**config.mk**
```make
export PLATFORM = sky130hd
export DESIGN_NAME = gpu_command_word_framer
export DESIGN_NICKNAME = d
export VERILOG_FILES = /design/src/sv/gcwf_pkg.sv /design/src/sv/gpu_command_word_framer.sv
export SDC_FILE = /design/constraint.sdc
export NUM_CORES = 1
export LEC_CHECK = 0
export CORE_MARGIN = 2
export CORE_UTILIZATION = 50
export DETAILED_ROUTE_END_ITERATION = 7
export DONT_BUFFER_PORTS = 1
export PLACE_DENSITY = 0.68
export SLEW_MARGIN = 25
export SYNTH_ARGS = -nofsm -noshare
export SYNTH_HDL_FRONTEND = slang
export SYNTH_SLANG_ARGS = --single-unit
```
**constraint.sdc**
```tcl
create_clock -name clk -period 8.2 [get_ports clk]
set_input_delay 2.05 -clock clk [delete_from_list [all_inputs] [get_ports clk]]
set_output_delay 2.05 -clock clk [all_outputs]
set_load 0.01 [all_outputs]
```
**src/sv/gcwf_pkg.sv**
```systemverilog
`timescale 1ns / 1ps
// Types, codes and decode functions for the GPU command-word framer.
// No dependencies; imported by gpu_command_word_framer.

package gcwf_pkg;

    // Parser phase after each word
    typedef enum logic [1:0] {
        PH_COMMAND  = 2'd0,
        PH_PARAMS   = 2'd1,
        PH_UPLOAD   = 2'd2,
        PH_POLYLINE = 2'd3
    } phase_t;

    // Status condition to wait on before the word moves
    typedef enum logic [2:0] {
        WAIT_NONE       = 3'd0,
        WAIT_CMD_READY  = 3'd1,
        WAIT_FIFO_EMPTY = 3'd2,
        WAIT_NOT_FULL   = 3'd3,
        WAIT_READ_READY = 3'd4
    } wait_kind_t;

    // Item kinds on the input tuser
    localparam logic [1:0] ACT_DATA    = 2'd0;
    localparam logic [1:0] ACT_CONTROL = 2'd1;
    localparam logic [1:0] ACT_DISCARD = 2'd2;

    // Control-port ops
    localparam logic [5:0] CTL_RESET     = 6'h00;
    localparam logic [5:0] CTL_CLR_FIFO  = 6'h01;
    localparam logic [5:0] CTL_DMA_MODE  = 6'h04;

    // Command classes (opcode bits 7..5)
    localparam logic [2:0] CLS_CPU_TO_VRAM = 3'd5;
    localparam logic [2:0] CLS_VRAM_TO_CPU = 3'd6;

    localparam logic [7:0]  POLY_MASK  = 8'he8;
    localparam logic [7:0]  POLY_MATCH = 8'h48;
    localparam logic [31:0] TERM_MASK  = 32'hf000f000;
    localparam logic [31:0] TERM_MATCH = 32'h50005000;
    localparam logic [1:0]  DMA_POLY   = 2'd1;

    localparam int CNT_W = 19;

    // Result item, wait_kind in the lowest bits
    typedef struct packed {
        logic       terminator_seen;
        phase_t     parser_phase;
        logic [1:0] status_dma_mode;
        logic       status_write_needed;
        wait_kind_t wait_kind;
    } result_t;

    // Parameter words that follow a command opcode
    function automatic logic [3:0] param_count(input logic [7:0] op);
        logic [3:0] v;
        logic [3:0] col;
        logic [3:0] cnt;
        v   = op[3] ? 4'd4 : 4'd3;
        col = op[4] ? (v - 4'd1) : 4'd0;
        cnt = 4'd0;
        case (op[7:5])
            3'd0: cnt = (op == 8'h02) ? 4'd2 : 4'd0;
            3'd1: cnt = (op[2] ? {v[2:0], 1'b0} : v) + col;
            3'd2: cnt = op[4] ? 4'd3 : 4'd2;
            3'd3: cnt = 4'd1 + {3'd0, op[2]} + {3'd0, (op[4:3] == 2'b00)};
            3'd4: cnt = 4'd3;
            3'd5: cnt = 4'd2;
            3'd6: cnt = 4'd2;
            default: cnt = 4'd0;
        endcase
        return cnt;
    endfunction

    // 32-bit word count of a width x height halfword transfer, rounded up
    function automatic logic [CNT_W-1:0] xfer_words(input logic [31:0] size);
        logic [10:0] w;
        logic [9:0]  h;
        logic [20:0] prod;
        logic [21:0] sum;
        w    = {1'b0, size[9:0] - 10'd1} + 11'd1;
        h    = {1'b0, size[24:16] - 9'd1} + 10'd1;
        prod = w * h;
        sum  = {1'b0, prod} + 22'd1;
        return sum[CNT_W:1];
    endfunction

endpackage

```
**src/sv/gpu_command_word_framer.sv**
```systemverilog
`timescale 1ns / 1ps
// GPU command-word framer: input register, decode/state stage, result register.
// Two register stages (input register, result register); one word per cycle sustained unless the
// output stalls. The state update and the 11x10-bit transfer-size multiply sit between the
// input and result registers. Each stage stalls only when the stage after it is full and stalled.
// Reset (rst_n low, asynchronous): both stages empty, parser in command phase, all counters zero.
// Depends on gcwf_pkg.

module gpu_command_word_framer
    import gcwf_pkg::*;
(
    input  logic        clk,
    input  logic        rst_n,
    input  logic        s_axis_tvalid,
    output logic        s_axis_tready,
    input  logic [39:0] s_axis_tdata,  // [31:0] word, [33:32] current_dma_dir, rest zero
    input  logic [1:0]  s_axis_tuser,  // [1:0] action
    output logic        m_axis_tvalid,
    input  logic        m_axis_tready,
    output logic [15:0] m_axis_tdata   // [2:0] wait_kind, [3] status_write_needed,
                                       // [5:4] status_dma_mode, [7:6] parser_phase,
                                       // [8] terminator_seen, rest zero
);

    // ---------------- input register ----------------
    logic        in_valid_reg;
    logic [1:0]  act_reg;
    logic [31:0] word_reg;
    logic [1:0]  dir_reg;

    // ---------------- result register ----------------
    logic        out_valid_reg;
    result_t     res_reg;

    // ---------------- framer state ----------------
    phase_t           phase_reg,  phase_next;
    logic [7:0]       opcode_reg, opcode_next;
    logic [CNT_W-1:0] left_reg,   left_next;
    logic [CNT_W-1:0] rdback_reg, rdback_next;
    logic [1:0]       pidx_reg,   pidx_next;
    logic             podd_reg,   podd_next;
    logic [1:0]       saved_reg,  saved_next;

    result_t          res_next;
    logic             advance;     // input stage moves into result stage
    logic             can_term;
    logic [CNT_W-1:0] left_dec;
    logic [CNT_W-1:0] xfer_cnt;
    logic [5:0]       ctl_op;

    // A word leaves the input register when the result register is free or draining.
    assign advance       = in_valid_reg && (!out_valid_reg || m_axis_tready);
    assign s_axis_tready = !in_valid_reg || advance;

    assign m_axis_tvalid = out_valid_reg;
    assign m_axis_tdata  = {7'd0, res_reg};

    always_ff @(posedge clk or negedge rst_n)
    begin
        if (!rst_n)
        begin
            in_valid_reg <= 1'b0;
        end
        else if (s_axis_tready)
        begin
            in_valid_reg <= s_axis_tvalid;
        end
    end

    always_ff @(posedge clk)
    begin
        if (s_axis_tvalid && s_axis_tready)
        begin
            act_reg  <= s_axis_tuser;
            word_reg <= s_axis_tdata[31:0];
            dir_reg  <= s_axis_tdata[33:32];
        end
    end

    always_ff @(posedge clk or negedge rst_n)
    begin
        if (!rst_n)
        begin
            out_valid_reg <= 1'b0;
        end
        else if (advance)
        begin
            out_valid_reg <= 1'b1;
        end
        else if (m_axis_tready)
        begin
            out_valid_reg <= 1'b0;
        end
    end

    always_ff @(posedge clk)
    begin
        if (advance)
        begin
            res_reg <= res_next;
        end
    end

    // State register
    always_ff @(posedge clk or negedge rst_n)
    begin
        if (!rst_n)
        begin
            phase_reg  <= PH_COMMAND;
            opcode_reg <= 8'd0;
            left_reg   <= '0;
            rdback_reg <= '0;
            pidx_reg   <= 2'd0;
            podd_reg   <= 1'b0;
            saved_reg  <= 2'd0;
        end
        else
        begin
            phase_reg  <= phase_next;
            opcode_reg <= opcode_next;
            left_reg   <= left_next;
            rdback_reg <= rdback_next;
            pidx_reg   <= pidx_next;
            podd_reg   <= podd_next;
            saved_reg  <= saved_next;
        end
    end

    assign left_dec = left_reg - 1'b1;
    assign xfer_cnt = xfer_words(word_reg);
    assign ctl_op   = word_reg[29:24];

    // Gouraud polylines end only on the first word of a vertex (odd word index).
    assign can_term = opcode_reg[4] ? (pidx_reg == 2'd3 && podd_reg) : (pidx_reg >= 2'd2);

    // Next state and result
    always_comb
    begin
        phase_next  = phase_reg;
        opcode_next = opcode_reg;
        left_next   = left_reg;
        rdback_next = rdback_reg;
        pidx_next   = pidx_reg;
        podd_next   = podd_reg;
        saved_next  = saved_reg;
        res_next    = '0;

        if (advance)
        begin
            case (act_reg)
                ACT_DATA:
                begin
                    case (phase_reg)
                        PH_COMMAND:
                        begin
                            res_next.wait_kind = WAIT_CMD_READY;
                            opcode_next = word_reg[31:24];
                            if ((word_reg[31:24] & POLY_MASK) == POLY_MATCH)
                            begin
                                saved_next = dir_reg;
                                res_next.status_write_needed = 1'b1;
                                res_next.status_dma_mode     = DMA_POLY;
                                pidx_next  = 2'd0;
                                podd_next  = 1'b0;
                                phase_next = PH_POLYLINE;
                            end
                            else
                            begin
                                left_next = {{(CNT_W-4){1'b0}}, param_count(word_reg[31:24])};
                                if (param_count(word_reg[31:24]) != 4'd0)
                                begin
                                    phase_next = PH_PARAMS;
                                end
                            end
                        end
                        PH_PARAMS:
                        begin
                            res_next.wait_kind = WAIT_NONE;
                            left_next = left_dec;
                            if (left_dec == '0)
                            begin
                                phase_next = PH_COMMAND;
                                if (opcode_reg[7:5] == CLS_CPU_TO_VRAM)
                                begin
                                    left_next  = xfer_cnt;
                                    phase_next = PH_UPLOAD;
                                end
                                else if (opcode_reg[7:5] == CLS_VRAM_TO_CPU)
                                begin
                                    rdback_next = xfer_cnt;
                                end
                            end
                        end
                        PH_UPLOAD:
                        begin
                            res_next.wait_kind = WAIT_FIFO_EMPTY;
                            left_next = left_dec;
                            if (left_dec == '0)
                            begin
                                phase_next = PH_COMMAND;
                            end
                        end
                        default:
                        begin
                            res_next.wait_kind = WAIT_NOT_FULL;
                            if (pidx_reg != 2'd3)
                            begin
                                pidx_next = pidx_reg + 2'd1;
                            end
                            podd_next = !podd_reg;
                            if (can_term && ((word_reg & TERM_MASK) == TERM_MATCH))
                            begin
                                res_next.terminator_seen     = 1'b1;
                                res_next.status_write_needed = 1'b1;
                                res_next.status_dma_mode     = saved_reg;
                                phase_next = PH_COMMAND;
                            end
                        end
                    endcase
                end
                ACT_CONTROL:
                begin
                    if (ctl_op == CTL_RESET || ctl_op == CTL_CLR_FIFO)
                    begin
                        phase_next  = PH_COMMAND;
                        left_next   = '0;
                        rdback_next = '0;
                    end
                    else if (ctl_op == CTL_DMA_MODE && phase_reg == PH_POLYLINE)
                    begin
                        saved_next = word_reg[1:0];
                        res_next.status_write_needed = 1'b1;
                        res_next.status_dma_mode     = DMA_POLY;
                    end
                end
                ACT_DISCARD:
                begin
                    if (rdback_reg != '0)
                    begin
                        res_next.wait_kind = WAIT_READ_READY;
                        rdback_next = rdback_reg - 1'b1;
                    end
                end
                default:
                begin
                    // unknown kind: no state change
                end
            endcase
            res_next.parser_phase = phase_next;
        end
    end

    // ---------------- assertions ----------------
    // A terminator always asks for the mode restore and lands in command phase.
    a_term_restore: assert property (@(posedge clk) disable iff (!rst_n)
        (m_axis_tvalid && res_reg.terminator_seen) |->
            (res_reg.status_write_needed && res_reg.parser_phase == PH_COMMAND))
        else $error("terminator without restore write or phase return");

    // Mode field is zero unless a status write is requested.
    a_mode_zero: assert property (@(posedge clk) disable iff (!rst_n)
        (m_axis_tvalid && !res_reg.status_write_needed) |-> (res_reg.status_dma_mode == 2'd0))
        else $error("DMA mode set without status write");

    // Parameter or upload phase never sits on an empty counter.
    a_left_nonzero: assert property (@(posedge clk) disable iff (!rst_n)
        (phase_reg == PH_PARAMS || phase_reg == PH_UPLOAD) |-> (left_reg != '0))
        else $error("parameter/upload phase with zero words left");

    // The readback counter never grows on a discard.
    a_rdback_dec: assert property (@(posedge clk) disable iff (!rst_n)
        (advance && act_reg == ACT_DISCARD) |=> (rdback_reg <= $past(rdback_reg)))
        else $error("readback counter grew on a discard");

endmodule
```
==> results.py <==
metrics = {
    "layout": {
        "fill_cells": 1745,
        "fin_area_mm2": 0.0104,
        "drive_gt1_share_pct": 7.06,
        "final_common_cell": "nor2_1",
        "final_cell_mix": "nor2_1, inv_1, nand2_1",
        "largest_reg_flops": 30,
        "fin_util_pct": 55.0,
        "finalNonFillerCells": 1351,
        "antenna_cells": 0,
        "area_growth_pct": 7.21,
        "layout.nets": 1280,
    },
    "sta": {
        "rsz0062_at_grt": "false",
        "finalSetupViolations": 0,
        "maxSlewHeadroom_pct": 36.6,
        "timing_hold_violations_final": 0,
        "worst_slew_pin_slew_ns": 0.948,
        "fin_crit_sh_pct": 95.0,
        "fin_skew_ns": 0.00823,
        "fin_setup_tns_ns": 0,
        "finalCriticalPeriod_ns": 7.79,
        "fmax_mhz": 128,
        "hold-worst-slack_ns": 0.487,
        "slew_viol_final": 0,
    },
    "route": {
        "viasPerCell": 5.74,
        "drcViolationCount": 0,
        "ant_nets": 0,
        "routedWlPerCell_um": 17.1,
        "drt_wl_total_mm": 23.0,
        "dr.first_iter.drc_count": 556,
        "first_pass_iters": 5,
        "vias": 7755,
    },
    "synth": {
        "syn-instance-count": 1085,
        "synth-async-reset-ratio_pct": 54.3,
        "avgSynthCellArea_um2": 8.94,
        "seq_area_frac_synth_pct": 26.5,
        "synth_area_mm2": 0.00970,
        "synth_cell_types": 78,
        "ys.warnings.count": 0,
        "synth-seq-cells": 94,
        "ys.flop_type": "dfrtp_1",
        "synth_edf_count": 43,
    },
    "worst_setup_path": {
        "cp_data_arrival_time_ns": 8.05,
        "cp-end-kind": "flop",
        "ff2ff_path_depth": 26,
        "worstPathMaxFanout": 6,
        "worstSetupStartpointType": "flop",
        "cp.required_ns": 8.46,
        "crit_type": "reg2reg",
    },
    "clocking": {
        "cts_hold_buf": 0,
        "numClockSinks": 94,
        "clock_latency_ns": 0.36,
        "root_buffer": "clkbuf_16",
        "max-clock-path-buffers": 2,
        "cts_buffers": 9,
        "cts-htree-levels": 3,
        "clk_pin_slew_ns": 0.07,
        "cts_tree": "yes",
    },
    "min_path": {
        "hp-class": "reg2reg",
        "hold_path_depth": 1,
    },
    "global_route": {
        "gr-usage-all-layers_pct": 23.5,
        "grt_max_degree": 52,
        "grt_pass1_vias": 7311,
        "overflow": 0,
        "antenna_found_initial": 0,
        "grt_pass1_wl_mm": 37.7,
    },
    "power_and_ir_drop": {
        "p_per_area_mw_per_mm2": 400,
        "vdd_drop_max_mv": 0.223,
        "power_leakage_nw": 4.58,
    },
    "floorplan": {
        "die_area_mm2": 0.0205,
        "fp.dieH_um": 143,
        "rows": 50,
        "initial_core_util_pct": 51.3,
        "core_mm2": 0.0189,
        "die_w_um": 143,
        "ios": 64,
    },
    "place": {
        "place_inst": 1334,
        "place_congestion": 0.918,
        "hpwl_mm": 18.0,
        "port_buffers": 0,
        "dpl_cell_area_mm2": 0.0101,
    },
    "flow_run": {
        "maxCapViolCount": 0,
    },
    "outcome": {
        "status": "completed",
    },
}
## worst max-delay path, cell delays in order, from the launching register on
cell,delay (ns)
edfxtp_1,0.44
inv_1,0.20
ha_1,0.22
or4b_2,0.67
o22ai_1,0.19
and3_1,0.24
mux2_2,0.35
o21ai_1,0.21
xnor2_2,0.17
nand2b_1,0.21
fa_1,0.53
fa_1,0.55
inv_1,0.05
fa_1,0.51
fa_1,0.55
inv_1,0.05
fa_1,0.53
inv_1,0.04
ha_1,0.34
a21o_1,0.17
a41oi_1,0.23
o21bai_1,0.14
a41o_1,0.31
o41a_1,0.33
xnor2_1,0.14
buf_4,0.15
o211ai_1,0.16
## path summary, 6_finish.rpt
path / to / slack [ns] / from
min: podd_reg / 0.49 / podd_reg
min in group asynchronous: left_reg[5] / 1.38 / rst_n
max: rdback_reg[17] / 0.41 / word_reg[17]
min reg2reg: podd_reg / 0.49 / podd_reg
max reg2reg: rdback_reg[17] / 0.41 / word_reg[17]
max in group asynchronous: saved_reg[0] / 6.71 / rst_n
## synth_stat cells, drive strengths merged, types with 5 or more instances
master  number  share of area, %
o211ai       5              0.39
nand3       21               1.1
a31oi        6              0.39
xnor2       41               3.7
o21bai       5              0.39
and3         7              0.45
o21ai       81               4.2
nand3b       5              0.52
dfrtp       51                13
a211oi       6              0.46
edfxtp      43                13
fa          70                14
nor4b        5              0.45
clkbuf      35               1.4
nor4        20               1.5
buf         10              0.70
nor2       113               4.5
or3         11              0.81
a21oi       51               2.6
ha          78                10
mux2i        5              0.52
xor2        22               2.0
o22ai        5              0.32
a21o        13               1.0
a22oi        9              0.70
nor2b        8              0.52
a22o         8              0.72
nand2b      35               2.3
nand2       82               3.2
inv        110               4.3
nor3        24               1.2
o21a         7              0.54
or2          9              0.58
and2        13              0.84
## metrics by stage
stage | worst slack [ns] | power [W]
after global routing | 0.0278 | 0.00454
after CTS | 0.295 | 0.00416
after global placement | 0.411 | 0.00368
after detailed placement | 0.328 | 0.00371
final | 0.411 | 0.00416
after floorplan | 0.576 | 0.00291
## repair_timing
item / 4_1_cts / 5_1_grt
setup endpoints to repair: 0 / 6
gates resized for setup: 0 / 5
buffers inserted: 0 / 1
## cell families (layout without fill, tap and decap cells)
kind of cell / Yosys count / count (layout) / share of synthesized area (%)
compound gates: 237 / 237 / 16.1
xor+xnor: 63 / 63 / 5.69
simple gates: 376 / 376 / 19.8
other cells: 1 / 7 / 0.0387
flops: 94 / 94 / 26.5
buf+inv: 157 / 157 / 6.39
fa+ha+maj: 148 / 148 / 24.5
mux: 9 / 9 / 0.981
## final cells by class
cell class	count	area (um^2)	area share, %
tap	260	325	3.13
multi-input combinational	840	6570	63.2
sequential	94	2570	24.7
clock inverter	6	70.1	0.674
timing repair buffer	29	218	2.09
inverter	112	420	4.04
clock buffer	10	229	2.20
## metal layers
| layer | up-vias | track usage (%) | wire length [um] | share of wire [%] |
|---|---|---|---|---|
| met1 | 3683 | 35.0 | 11100 | 48 |
| met5 | - | 0 | 0 | 0 |
| met2 | 294 | 36.0 | 10200 | 44 |
| li1 | 3744 | - | - | - |
| met3 | 34 | 3.66 | 1400 | 6.1 |
| met4 | 0 | 5.73 | 383 | 1.7 |
## power by group
group / total, W / switching, W / internal [W]
clock network: 0.000428 / 0.000189 / 0.000239
logic: 0.00303 / 0.00183 / 0.00120
registers: 0.000702 / 0.000113 / 0.000589
total: 0.00416 / 0.00213 / 0.00202
Note: power is estimated with default switching activity, not from simulation.
